### src/hdl/dda_pkg.sv
`timescale 1ns / 1ps

package dda_pkg;

  localparam int DefCoordBits = 12;
  localparam int DefFracBits  = 16;
  localparam int QueueDepth   = 4;

  typedef enum logic {
    REQ_LOAD = 1'b0,
    REQ_STEP = 1'b1
  } dda_req_t;

  typedef enum logic {
    B_IDLE,
    B_DIV
  } dda_bstate_t;

  typedef struct packed {
    logic full;
    logic empty;
  } dda_qstat_t;

  // Queue entry: kind, x_start, y_start, dx_neg, dy_neg, dx_mag, dy_mag, len.
  function automatic int entry_width(input int coord_bits);
    return 3 + 2 * coord_bits + 3 * (coord_bits + 1);
  endfunction

endpackage

### src/hdl/dda_front.sv
`timescale 1ns / 1ps

module dda_front #(
  parameter int COORD_BITS = dda_pkg::DefCoordBits
) (
  input  logic                                         in_valid,
  output logic                                         in_stall,
  input  logic                                         req_type,
  input  logic signed [COORD_BITS-1:0]                 x_start,
  input  logic signed [COORD_BITS-1:0]                 y_start,
  input  logic signed [COORD_BITS-1:0]                 x_end,
  input  logic signed [COORD_BITS-1:0]                 y_end,
  input  dda_pkg::dda_qstat_t                          qstat,
  output logic                                         push,
  output logic [dda_pkg::entry_width(COORD_BITS)-1:0]  entry
);
  import dda_pkg::*;

  localparam int LEN_W = COORD_BITS + 1;

  typedef struct packed {
    dda_req_t                 kind;
    logic [COORD_BITS-1:0]    xs;
    logic [COORD_BITS-1:0]    ys;
    logic                     dx_neg;
    logic                     dy_neg;
    logic [LEN_W-1:0]         dx_mag;
    logic [LEN_W-1:0]         dy_mag;
    logic [LEN_W-1:0]         len;
  } entry_t;

  entry_t           ent;
  logic [LEN_W-1:0] dx;
  logic [LEN_W-1:0] dy;

  assign in_stall = qstat.full;
  assign push     = in_valid && !qstat.full;

  assign dx = {x_end[COORD_BITS-1], x_end} - {x_start[COORD_BITS-1], x_start};
  assign dy = {y_end[COORD_BITS-1], y_end} - {y_start[COORD_BITS-1], y_start};

  always_comb begin
    ent        = '0;
    ent.kind   = dda_req_t'(req_type);
    ent.xs     = x_start;
    ent.ys     = y_start;
    ent.dx_neg = dx[LEN_W-1];
    ent.dy_neg = dy[LEN_W-1];
    ent.dx_mag = dx[LEN_W-1] ? (~dx + LEN_W'(1)) : dx;
    ent.dy_mag = dy[LEN_W-1] ? (~dy + LEN_W'(1)) : dy;
    ent.len    = (ent.dx_mag >= ent.dy_mag) ? ent.dx_mag : ent.dy_mag;
  end

  assign entry = ent;

endmodule

### src/hdl/dda_queue.sv
`timescale 1ns / 1ps

module dda_queue #(
  parameter int WIDTH = 8,
  parameter int DEPTH = dda_pkg::QueueDepth
) (
  input  logic                 clk,
  input  logic                 rst,
  input  logic                 push,
  input  logic [WIDTH-1:0]     wdata,
  input  logic                 pop,
  output logic [WIDTH-1:0]     rdata,
  output dda_pkg::dda_qstat_t  qstat
);
  import dda_pkg::*;

  localparam int PTR_W = (DEPTH > 1) ? $clog2(DEPTH) : 1;
  localparam int CNT_W = $clog2(DEPTH + 1);

  logic [WIDTH-1:0] slots [DEPTH];
  logic [PTR_W-1:0] wr_ptr;
  logic [PTR_W-1:0] rd_ptr;
  logic [CNT_W-1:0] count;

  assign qstat.full  = (count == CNT_W'(DEPTH));
  assign qstat.empty = (count == '0);
  assign rdata       = slots[rd_ptr];

  always_ff @(posedge clk) begin
    if (push) begin
      slots[wr_ptr] <= wdata;
    end
  end

  always_ff @(posedge clk) begin
    if (rst) begin
      wr_ptr <= '0;
      rd_ptr <= '0;
      count  <= '0;
    end else begin
      if (push) begin
        wr_ptr <= (wr_ptr == PTR_W'(DEPTH - 1)) ? '0 : wr_ptr + PTR_W'(1);
      end
      if (pop) begin
        rd_ptr <= (rd_ptr == PTR_W'(DEPTH - 1)) ? '0 : rd_ptr + PTR_W'(1);
      end
      if (push && !pop) begin
        count <= count + CNT_W'(1);
      end else if (pop && !push) begin
        count <= count - CNT_W'(1);
      end
    end
  end

endmodule

### src/hdl/dda_back.sv
`timescale 1ns / 1ps

module dda_back #(
  parameter int COORD_BITS = dda_pkg::DefCoordBits,
  parameter int FRAC_BITS  = dda_pkg::DefFracBits
) (
  input  logic                                         clk,
  input  logic                                         rst,
  input  logic [dda_pkg::entry_width(COORD_BITS)-1:0]  entry,
  input  dda_pkg::dda_qstat_t                          qstat,
  output logic                                         pop,
  output logic                                         out_valid,
  input  logic                                         out_stall,
  output logic signed [COORD_BITS-1:0]                 pixel_x,
  output logic signed [COORD_BITS-1:0]                 pixel_y,
  output logic                                         last_point
);
  import dda_pkg::*;

  localparam int LEN_W  = COORD_BITS + 1;
  localparam int REM_W  = LEN_W + 1;
  localparam int ACC_W  = COORD_BITS + FRAC_BITS + 1;
  localparam int STEP_W = FRAC_BITS + 2;
  localparam int Q_W    = FRAC_BITS + 1;
  localparam int CNT_W  = $clog2(FRAC_BITS + 1);

  typedef struct packed {
    dda_req_t                 kind;
    logic [COORD_BITS-1:0]    xs;
    logic [COORD_BITS-1:0]    ys;
    logic                     dx_neg;
    logic                     dy_neg;
    logic [LEN_W-1:0]         dx_mag;
    logic [LEN_W-1:0]         dy_mag;
    logic [LEN_W-1:0]         len;
  } entry_t;

  entry_t      head;
  dda_bstate_t state;
  dda_bstate_t state_next;

  logic [ACC_W-1:0]  acc_x;
  logic [ACC_W-1:0]  acc_y;
  logic [STEP_W-1:0] step_x;
  logic [STEP_W-1:0] step_y;
  logic [LEN_W-1:0]  points_left;
  logic [LEN_W-1:0]  divisor;
  logic [LEN_W-1:0]  rem_x;
  logic [LEN_W-1:0]  rem_y;
  logic [Q_W-1:0]    quo_x;
  logic [Q_W-1:0]    quo_y;
  logic              neg_x;
  logic              neg_y;
  logic [CNT_W-1:0]  div_cnt;

  logic              div_run;
  logic              load_pop;
  logic              point_fire;
  logic [REM_W-1:0]  shx;
  logic [REM_W-1:0]  shy;
  logic              ge_x;
  logic              ge_y;
  logic [LEN_W-1:0]  rem_x_next;
  logic [LEN_W-1:0]  rem_y_next;
  logic [Q_W-1:0]    quo_x_next;
  logic [Q_W-1:0]    quo_y_next;
  logic              ge0_x;
  logic              ge0_y;
  logic [ACC_W-1:0]  half;
  logic [ACC_W-1:0]  base_x;
  logic [ACC_W-1:0]  base_y;
  logic [COORD_BITS-1:0] pix_x;
  logic [COORD_BITS-1:0] pix_y;

  assign head = entry;

  // Next state.
  always_comb begin
    state_next = state;
    case (state)
      B_IDLE: begin
        if (pop && head.kind == REQ_LOAD && head.len != '0) begin
          state_next = B_DIV;
        end
      end
      B_DIV: begin
        if (div_cnt == CNT_W'(1)) begin
          state_next = B_IDLE;
        end
      end
      default: state_next = B_IDLE;
    endcase
  end

  // FSM outputs. A load never needs the output register, so it may pass a stalled result.
  always_comb begin
    pop     = 1'b0;
    div_run = 1'b0;
    case (state)
      B_IDLE: begin
        pop = !qstat.empty && (head.kind == REQ_LOAD || !out_valid || !out_stall);
      end
      B_DIV: begin
        div_run = 1'b1;
      end
      default: begin
        pop     = 1'b0;
        div_run = 1'b0;
      end
    endcase
  end

  assign load_pop   = pop && head.kind == REQ_LOAD;
  assign point_fire = pop && head.kind == REQ_STEP && points_left != '0;

  // One quotient bit per cycle on each axis; the remainder stays below the divisor.
  assign shx        = {rem_x, 1'b0};
  assign shy        = {rem_y, 1'b0};
  assign ge_x       = shx >= {1'b0, divisor};
  assign ge_y       = shy >= {1'b0, divisor};
  assign rem_x_next = ge_x ? LEN_W'(shx - {1'b0, divisor}) : shx[LEN_W-1:0];
  assign rem_y_next = ge_y ? LEN_W'(shy - {1'b0, divisor}) : shy[LEN_W-1:0];
  assign quo_x_next = {quo_x[Q_W-2:0], ge_x};
  assign quo_y_next = {quo_y[Q_W-2:0], ge_y};

  assign ge0_x  = head.dx_mag >= head.len;
  assign ge0_y  = head.dy_mag >= head.len;
  assign half   = ACC_W'(1) << (FRAC_BITS - 1);
  assign base_x = {head.xs[COORD_BITS-1], head.xs, {FRAC_BITS{1'b0}}};
  assign base_y = {head.ys[COORD_BITS-1], head.ys, {FRAC_BITS{1'b0}}};

  // Truncation toward zero: a negative value with a fraction rounds up by one.
  assign pix_x = acc_x[FRAC_BITS +: COORD_BITS]
               + COORD_BITS'(acc_x[ACC_W-1] && (acc_x[FRAC_BITS-1:0] != '0));
  assign pix_y = acc_y[FRAC_BITS +: COORD_BITS]
               + COORD_BITS'(acc_y[ACC_W-1] && (acc_y[FRAC_BITS-1:0] != '0));

  always_ff @(posedge clk) begin
    if (rst) begin
      state       <= B_IDLE;
      out_valid   <= 1'b0;
      points_left <= '0;
      acc_x       <= '0;
      acc_y       <= '0;
      step_x      <= '0;
      step_y      <= '0;
      div_cnt     <= '0;
    end else begin
      state <= state_next;

      if (point_fire) begin
        out_valid <= 1'b1;
      end else if (!out_stall) begin
        out_valid <= 1'b0;
      end

      if (load_pop) begin
        acc_x       <= base_x + (head.dx_neg ? (~half + ACC_W'(1)) : half);
        acc_y       <= base_y + (head.dy_neg ? (~half + ACC_W'(1)) : half);
        points_left <= head.len;
        step_x      <= '0;
        step_y      <= '0;
        div_cnt     <= CNT_W'(FRAC_BITS);
      end else if (point_fire) begin
        acc_x       <= acc_x + {{(ACC_W - STEP_W){step_x[STEP_W-1]}}, step_x};
        acc_y       <= acc_y + {{(ACC_W - STEP_W){step_y[STEP_W-1]}}, step_y};
        points_left <= points_left - LEN_W'(1);
      end

      if (div_run) begin
        div_cnt <= div_cnt - CNT_W'(1);
        if (div_cnt == CNT_W'(1)) begin
          step_x <= neg_x ? (~{1'b0, quo_x_next} + STEP_W'(1)) : {1'b0, quo_x_next};
          step_y <= neg_y ? (~{1'b0, quo_y_next} + STEP_W'(1)) : {1'b0, quo_y_next};
        end
      end
    end
  end

  always_ff @(posedge clk) begin
    if (load_pop) begin
      divisor <= head.len;
      neg_x   <= head.dx_neg;
      neg_y   <= head.dy_neg;
      quo_x   <= Q_W'(ge0_x);
      quo_y   <= Q_W'(ge0_y);
      rem_x   <= ge0_x ? (head.dx_mag - head.len) : head.dx_mag;
      rem_y   <= ge0_y ? (head.dy_mag - head.len) : head.dy_mag;
    end else if (div_run) begin
      quo_x <= quo_x_next;
      quo_y <= quo_y_next;
      rem_x <= rem_x_next;
      rem_y <= rem_y_next;
    end
    if (point_fire) begin
      pixel_x    <= pix_x;
      pixel_y    <= pix_y;
      last_point <= (points_left == LEN_W'(1));
    end
  end

endmodule

### src/hdl/dda_line_rasterizer_unit.sv
`timescale 1ns / 1ps
// Line rasterizer using a fixed-point DDA.
// Input channel (in_valid / in_stall): req_type 0 loads a line from x_start, y_start,
// x_end, y_end; req_type 1 asks for the next point. Output channel (out_valid /
// out_stall) returns pixel_x, pixel_y and last_point, one transaction per point request
// while a line has points left. Point requests after the last point, and loads, give none.
// A front stage classifies each transaction and computes the axis differences and the
// line length, then writes it into a four-entry queue; the back end drains the queue.
// A point is registered when the back end pops its request. Throughput is one point per
// cycle while the back end is neither dividing nor stalled, set by the accumulator add.
// After it leaves the queue, a nonzero-length load holds the back end while the two-axis
// restoring divider produces one step bit per cycle; the queue still takes requests.
// When out_stall is high the finished point is held in the output register, the back
// end stops draining points (loads still drain) and in_stall rises once the queue fills.
// Synchronous reset empties the queue, drops any pending output and clears the line, so
// point requests emit nothing until the next load.
module dda_line_rasterizer_unit #(
  parameter int COORD_BITS = dda_pkg::DefCoordBits,
  parameter int FRAC_BITS  = dda_pkg::DefFracBits
) (
  input  logic                          clk,
  input  logic                          rst,
  input  logic                          in_valid,
  output logic                          in_stall,
  input  logic                          req_type,
  input  logic signed [COORD_BITS-1:0]  x_start,
  input  logic signed [COORD_BITS-1:0]  y_start,
  input  logic signed [COORD_BITS-1:0]  x_end,
  input  logic signed [COORD_BITS-1:0]  y_end,
  output logic                          out_valid,
  input  logic                          out_stall,
  output logic signed [COORD_BITS-1:0]  pixel_x,
  output logic signed [COORD_BITS-1:0]  pixel_y,
  output logic                          last_point
);
  import dda_pkg::*;

  localparam int ENTRY_W = entry_width(COORD_BITS);

  logic               push;
  logic               pop;
  logic [ENTRY_W-1:0] wr_entry;
  logic [ENTRY_W-1:0] rd_entry;
  dda_qstat_t         qstat;

  dda_front #(
    .COORD_BITS(COORD_BITS)
  ) u_front (
    .in_valid(in_valid),
    .in_stall(in_stall),
    .req_type(req_type),
    .x_start (x_start),
    .y_start (y_start),
    .x_end   (x_end),
    .y_end   (y_end),
    .qstat   (qstat),
    .push    (push),
    .entry   (wr_entry)
  );

  dda_queue #(
    .WIDTH(ENTRY_W),
    .DEPTH(QueueDepth)
  ) u_queue (
    .clk  (clk),
    .rst  (rst),
    .push (push),
    .wdata(wr_entry),
    .pop  (pop),
    .rdata(rd_entry),
    .qstat(qstat)
  );

  dda_back #(
    .COORD_BITS(COORD_BITS),
    .FRAC_BITS (FRAC_BITS)
  ) u_back (
    .clk       (clk),
    .rst       (rst),
    .entry     (rd_entry),
    .qstat     (qstat),
    .pop       (pop),
    .out_valid (out_valid),
    .out_stall (out_stall),
    .pixel_x   (pixel_x),
    .pixel_y   (pixel_y),
    .last_point(last_point)
  );

  a_no_pop_empty: assert property (@(posedge clk) disable iff (rst)
    !(pop && qstat.empty))
    else $error("back end drained an empty queue");

  a_full_not_empty: assert property (@(posedge clk) disable iff (rst)
    !(qstat.full && qstat.empty))
    else $error("queue reports full and empty at once");

  a_new_point_from_pop: assert property (@(posedge clk) disable iff (rst)
    (out_valid && !$past(out_valid)) |-> $past(pop))
    else $error("point appeared without a queue transaction");

endmodule
### config.mk
export PLATFORM = sky130hd
export DESIGN_NAME = dda_line_rasterizer_unit
export DESIGN_NICKNAME = d
export VERILOG_FILES = /design/src/hdl/dda_pkg.sv /design/src/hdl/dda_front.sv /design/src/hdl/dda_queue.sv /design/src/hdl/dda_back.sv /design/src/hdl/dda_line_rasterizer_unit.sv
export SDC_FILE = /design/constraint.sdc
export NUM_CORES = 1
export LEC_CHECK = 0
export BUFFER_PORTS_ARGS = -buffer_cell sky130_fd_sc_hd__buf_2
export CAP_MARGIN = 20
export CORE_MARGIN = 2
export CORE_UTILIZATION = 50
export DETAILED_ROUTE_END_ITERATION = 10
export GPL_TIMING_DRIVEN = 0
export PLACE_DENSITY = 0.75
export SLEW_MARGIN = 10
export SYNTH_ARGS = -nofsm -noshare
export SYNTH_HDL_FRONTEND = slang
export SYNTH_SLANG_ARGS = --single-unit
### constraint.sdc
create_clock -name clk -period 7.9 [get_ports clk]
set_input_delay 1.58 -clock clk [delete_from_list [all_inputs] [get_ports clk]]
set_output_delay 1.58 -clock clk [all_outputs]
set_load 0.02 [all_outputs]
==> metrics.md <==
| Metric | Value |
|---|---|
| Met1 usage | 35.40% |
| Mean Syn Cell Area | 10.91 sq um |
| PD cells | 450.8 mW/mm^2 |
| Skew final | 0.02832 ns |
| Total CTS buffers | 53 |
| TritonRoute pass-1 iters | 5 |
| Iteration-0 DRC Markers | 1890 |
| Max Freq | ~150 MHz |
| YS warnings | 0 |
| Initial cell density of the core | 50.28% |
| Pre-CTS WS | ~0.54 ns |
| Final Hold Viols | 0 |
| Placement Cell Area | 0.02902 sq mm |
| Dominant synthesized flop cell | edfxtp_1 |
| Mapped Cells | 2529 |
| Pin count of the biggest net entering global routing | 37 |
| Layout cell share with drive strength beyond 1 | 10.50% |
| Total I/O pin count | 80 |
| Startpoint Class | primary input |
| Antenna Nets Post-Route | 0 |
| Layer with the highest usage | met2 |
| Async S/R FF share, synth | 0% |
| Placer congestion estimate | 0.9390 |
| DIE WIDTH | 238.9 um |
| GRT Util Overall | between 20% and 30% |
| Synth top area share | 36.13% |
| Worst Setup End Kind | flop |
| Clock Power Share | 18.4% |
| Clock sink total | 485 |
| Final setup fails | 0 |
| Row count | 86 |
| Worst path slowest cell | buf_1 |
| CTS Root Cell | clkbuf_16 |
| Grt met3 use | 4.018% |
| Die area | 0.05709 sq mm |
| DIE HEIGHT | approximately 240 um |
| Buf/Inv on CP | 6 |
| Outcome | finished clean |
| Final net count | between 2000 and 3000 |
| Core area | between 0.05 and 0.06 sq mm |
| CTS H-Tree Depth | 2 |
| Syn nets | 2780 |
| Setup repair bufs after CTS | 0 |
| Comb pwr share | a little over half |
| Top cells by area, synth | edfxtp_1 (36%), dfxtp_1 (11%), ha_1 (8.5%) |
| Post-DP HPWL | 55830 um |
| # resized after CTS | 0 |
| Number of synthesized flops with an enable pin | 332 |
| Worst-path cell chain | buf_2 > inv_1 > ha_1 > nor2b_1 > o31a_1 > o221a_2 > o41a_1 > a2111o_1 > a21boi_1 > inv_2 > o21ai_0 > xnor2_1 > inv_1 > ha_1 > and3_1 > nand3_1 > nor3_1 > nor3_1 > a21oi_1 > or3_1 > clkbuf_1 > buf_1 > mux2i_1 |
| Grt ovf | 0 |
| Netlist cell types | 77 |
| # DRC | 0 |
| Routed WL per cell | 22.00 um |
| Area grow syn2layout | 11.69% |
| PortBufs | 79 |
| Top-count cell post-synth | edfxtp_1 |
| CP top delay family | compound AO/OA/AOI/OAI gates |
| RSZ-0062 raised after global routing | false |
| Worst slew pin tran | 1.054 ns |
| Final WL | 75210 um |
| Buffer depth of the longest clock path | 3 |
| DR vias/cell | 6.124 |
| Min-Delay Path Class | flop to flop |
| CTS tree | yes |
| Max VDD drop | roughly 0.24 mV |
| Cts hold-fix bufs | 0 |
| R2r setup slk | around 2.3 ns |
| Initial antenna violation count | 2 |
| Final instance area | about 0.03 sq mm |
| Vias | 20938 |
| Final worst-path setup slack | 1.030 ns |
| Reg power frac | a little over a quarter |
| Worst-path clk slew | 0.06 ns |
| Kind of critical path | primary input to flop |
| Worst-Skew Late Latency | about 0.62 ns |
| Net switching power | 6.112 mW |
| Cell taking the most area after synthesis | edfxtp_1 |
| Critical path data required time | 8.29 ns |
| Slew margin rel. | 29.72% |
| Crit path arrival time | 7.26 ns |
| CP peak stage delay | 0.58 ns |
| Max-cap check violation count | 0 |
| Fin. max-slew vios | 0 |
| Met2 Use GR | between 40% and 50% |
| Pleak | 11.99 nW |
| Final TNS setup | 0 ns |
| First-pass GRT wire length | 116400 um |
| Crit-path max FO | 11 |
| Sequential fraction of the synthesis area | between 40% and 50% |
| FF+latch count, synth | around 490 |
| Final Cycle Share | 86.96% |
| Switching Fraction | a little over two fifths |
| Commonest cells post-synth | edfxtp_1 (332), nor2_1 (203), ha_1 (187) |
| Number of global-route vias before repair | about 20000 |
| Post-synth design cell area | 0.02760 sq mm |
| P_int | roughly 7.8 mW |
| Total power | 13.89 mW |
| Tmin final | between 6 and 7 ns |
-- area by class of cell --
type / count / area (sq um)
clock inverter: 32 / 364.1
fill: 4546 / 24060
buffer: 91 / 364.1
tap: 704 / 880.8
multi-input combinational: 1795 / 13620
clock buffer: 67 / 1430
antenna: 1 / 2.502
inverter: 158 / 593.1
sequential: 485 / 13030
timing repair buffer: 86 / 535.5
-- metrics by stage --
stage               utilization (%)  instances  hold WS [ns]
floorplan                         -       2529        0.4315
global placement              52.61       3312        0.4490
detailed placement            52.89       3319        0.4599
CTS                           56.16       3418        0.4770
global route                  56.16       3418        0.5019
finish                        56.16       3419        0.4765
-- cells by family after synthesis --
| logic type | Yosys count | synth area share, % |
|---|---|---|
| AND/OR/NAND/NOR | 654 | 11.53 |
| multiplexers | 147 | 8.325 |
| AO/OA/AOI/OAI | 624 | 14.72 |
| flip-flops | 485 | 47.23 |
| buffers and inverters | 249 | 3.460 |
| adder cells (fa/ha/maj) | 198 | 9.277 |
| XOR/XNOR | 172 | 5.459 |
-- registers in the layout (all words and copies together), names as in the netlist, 2 cells and up, named ones only --
register,count
u_queue.rd_ptr,2
u_back.pixel_y,12
u_back.quo_x,16
u_back.div_cnt,5
u_back.quo_y,16
u_back.acc_x,29
u_back.points_left,13
u_queue.count,3
u_back.step_y,18
u_queue.wr_ptr,2
u_back.divisor,13
u_back.step_x,18
u_queue.slots,264
u_back.rem_x,13
u_back.rem_y,13
u_back.acc_y,29
u_back.pixel_x,12
-- tightest hold or removal path: stages (launching register included) --
cell	delay, ns
dfxtp_1	0.31
nand3_1	0.06
a21oi_1	0.05
-- worst paths after layout --
path	startpoint	to	depth (start not counted)
max	x_start[2]	u_queue.slots[1][7]	23
min	u_back.step_y[16]	u_back.step_y[16]	2
max reg2reg	flop	u_back.rem_x[8]	13
min reg2reg	u_back.step_y[16]	u_back.step_y[16]	2
-- cell usage in the layout (no fill, tap or decap), drive strengths merged, types with 11 or more instances in the layout --
cell / netlist / layout
ha: 187 / 187
nor4: 22 / 22
clkinv: 0 / 21
dfxtp: 153 / 153
xor2: 71 / 71
buf: 22 / 108
nor2: 203 / 203
a21o: 52 / 52
mux4: 65 / 65
a31oi: 26 / 26
xnor2: 101 / 101
edfxtp: 332 / 332
nand4: 20 / 20
mux2i: 72 / 72
o211ai: 13 / 13
or4: 11 / 11
clkbuf: 69 / 136
a21boi: 13 / 13
o21ai: 133 / 133
a211oi: 28 / 28
nor2b: 42 / 42
nand2: 133 / 133
o21a: 30 / 30
and3: 25 / 25
fa: 11 / 11
nor3: 54 / 54
or2: 15 / 15
or3: 25 / 25
a221oi: 16 / 16
o31ai: 18 / 18
a22oi: 24 / 24
nand2b: 24 / 24
nand3: 53 / 53
a21oi: 167 / 167
inv: 158 / 161
-- metal layers --
layer  share of wire, %  vias up  wire length, um
met2                 47      851            35600
met4                3.2        2             2392
met5             0.0093        -                7
met3                7.3      144             5461
li1                   -     9786                -
met1                 42    10155            31750
-- power groups by stage --
stage          logic [mW]  registers (mW)  clock network [mW]
6_report             7.55            3.80                2.55
5_1_grt              8.22            3.84                2.68
4_1_cts              7.44            3.79                2.58
3_5_place_dp         7.39            3.84                   0
3_3_place_gp         7.14            3.83                   0
2_1_floorplan        5.15            3.83                   0
(Power assumes the default switching activity.)
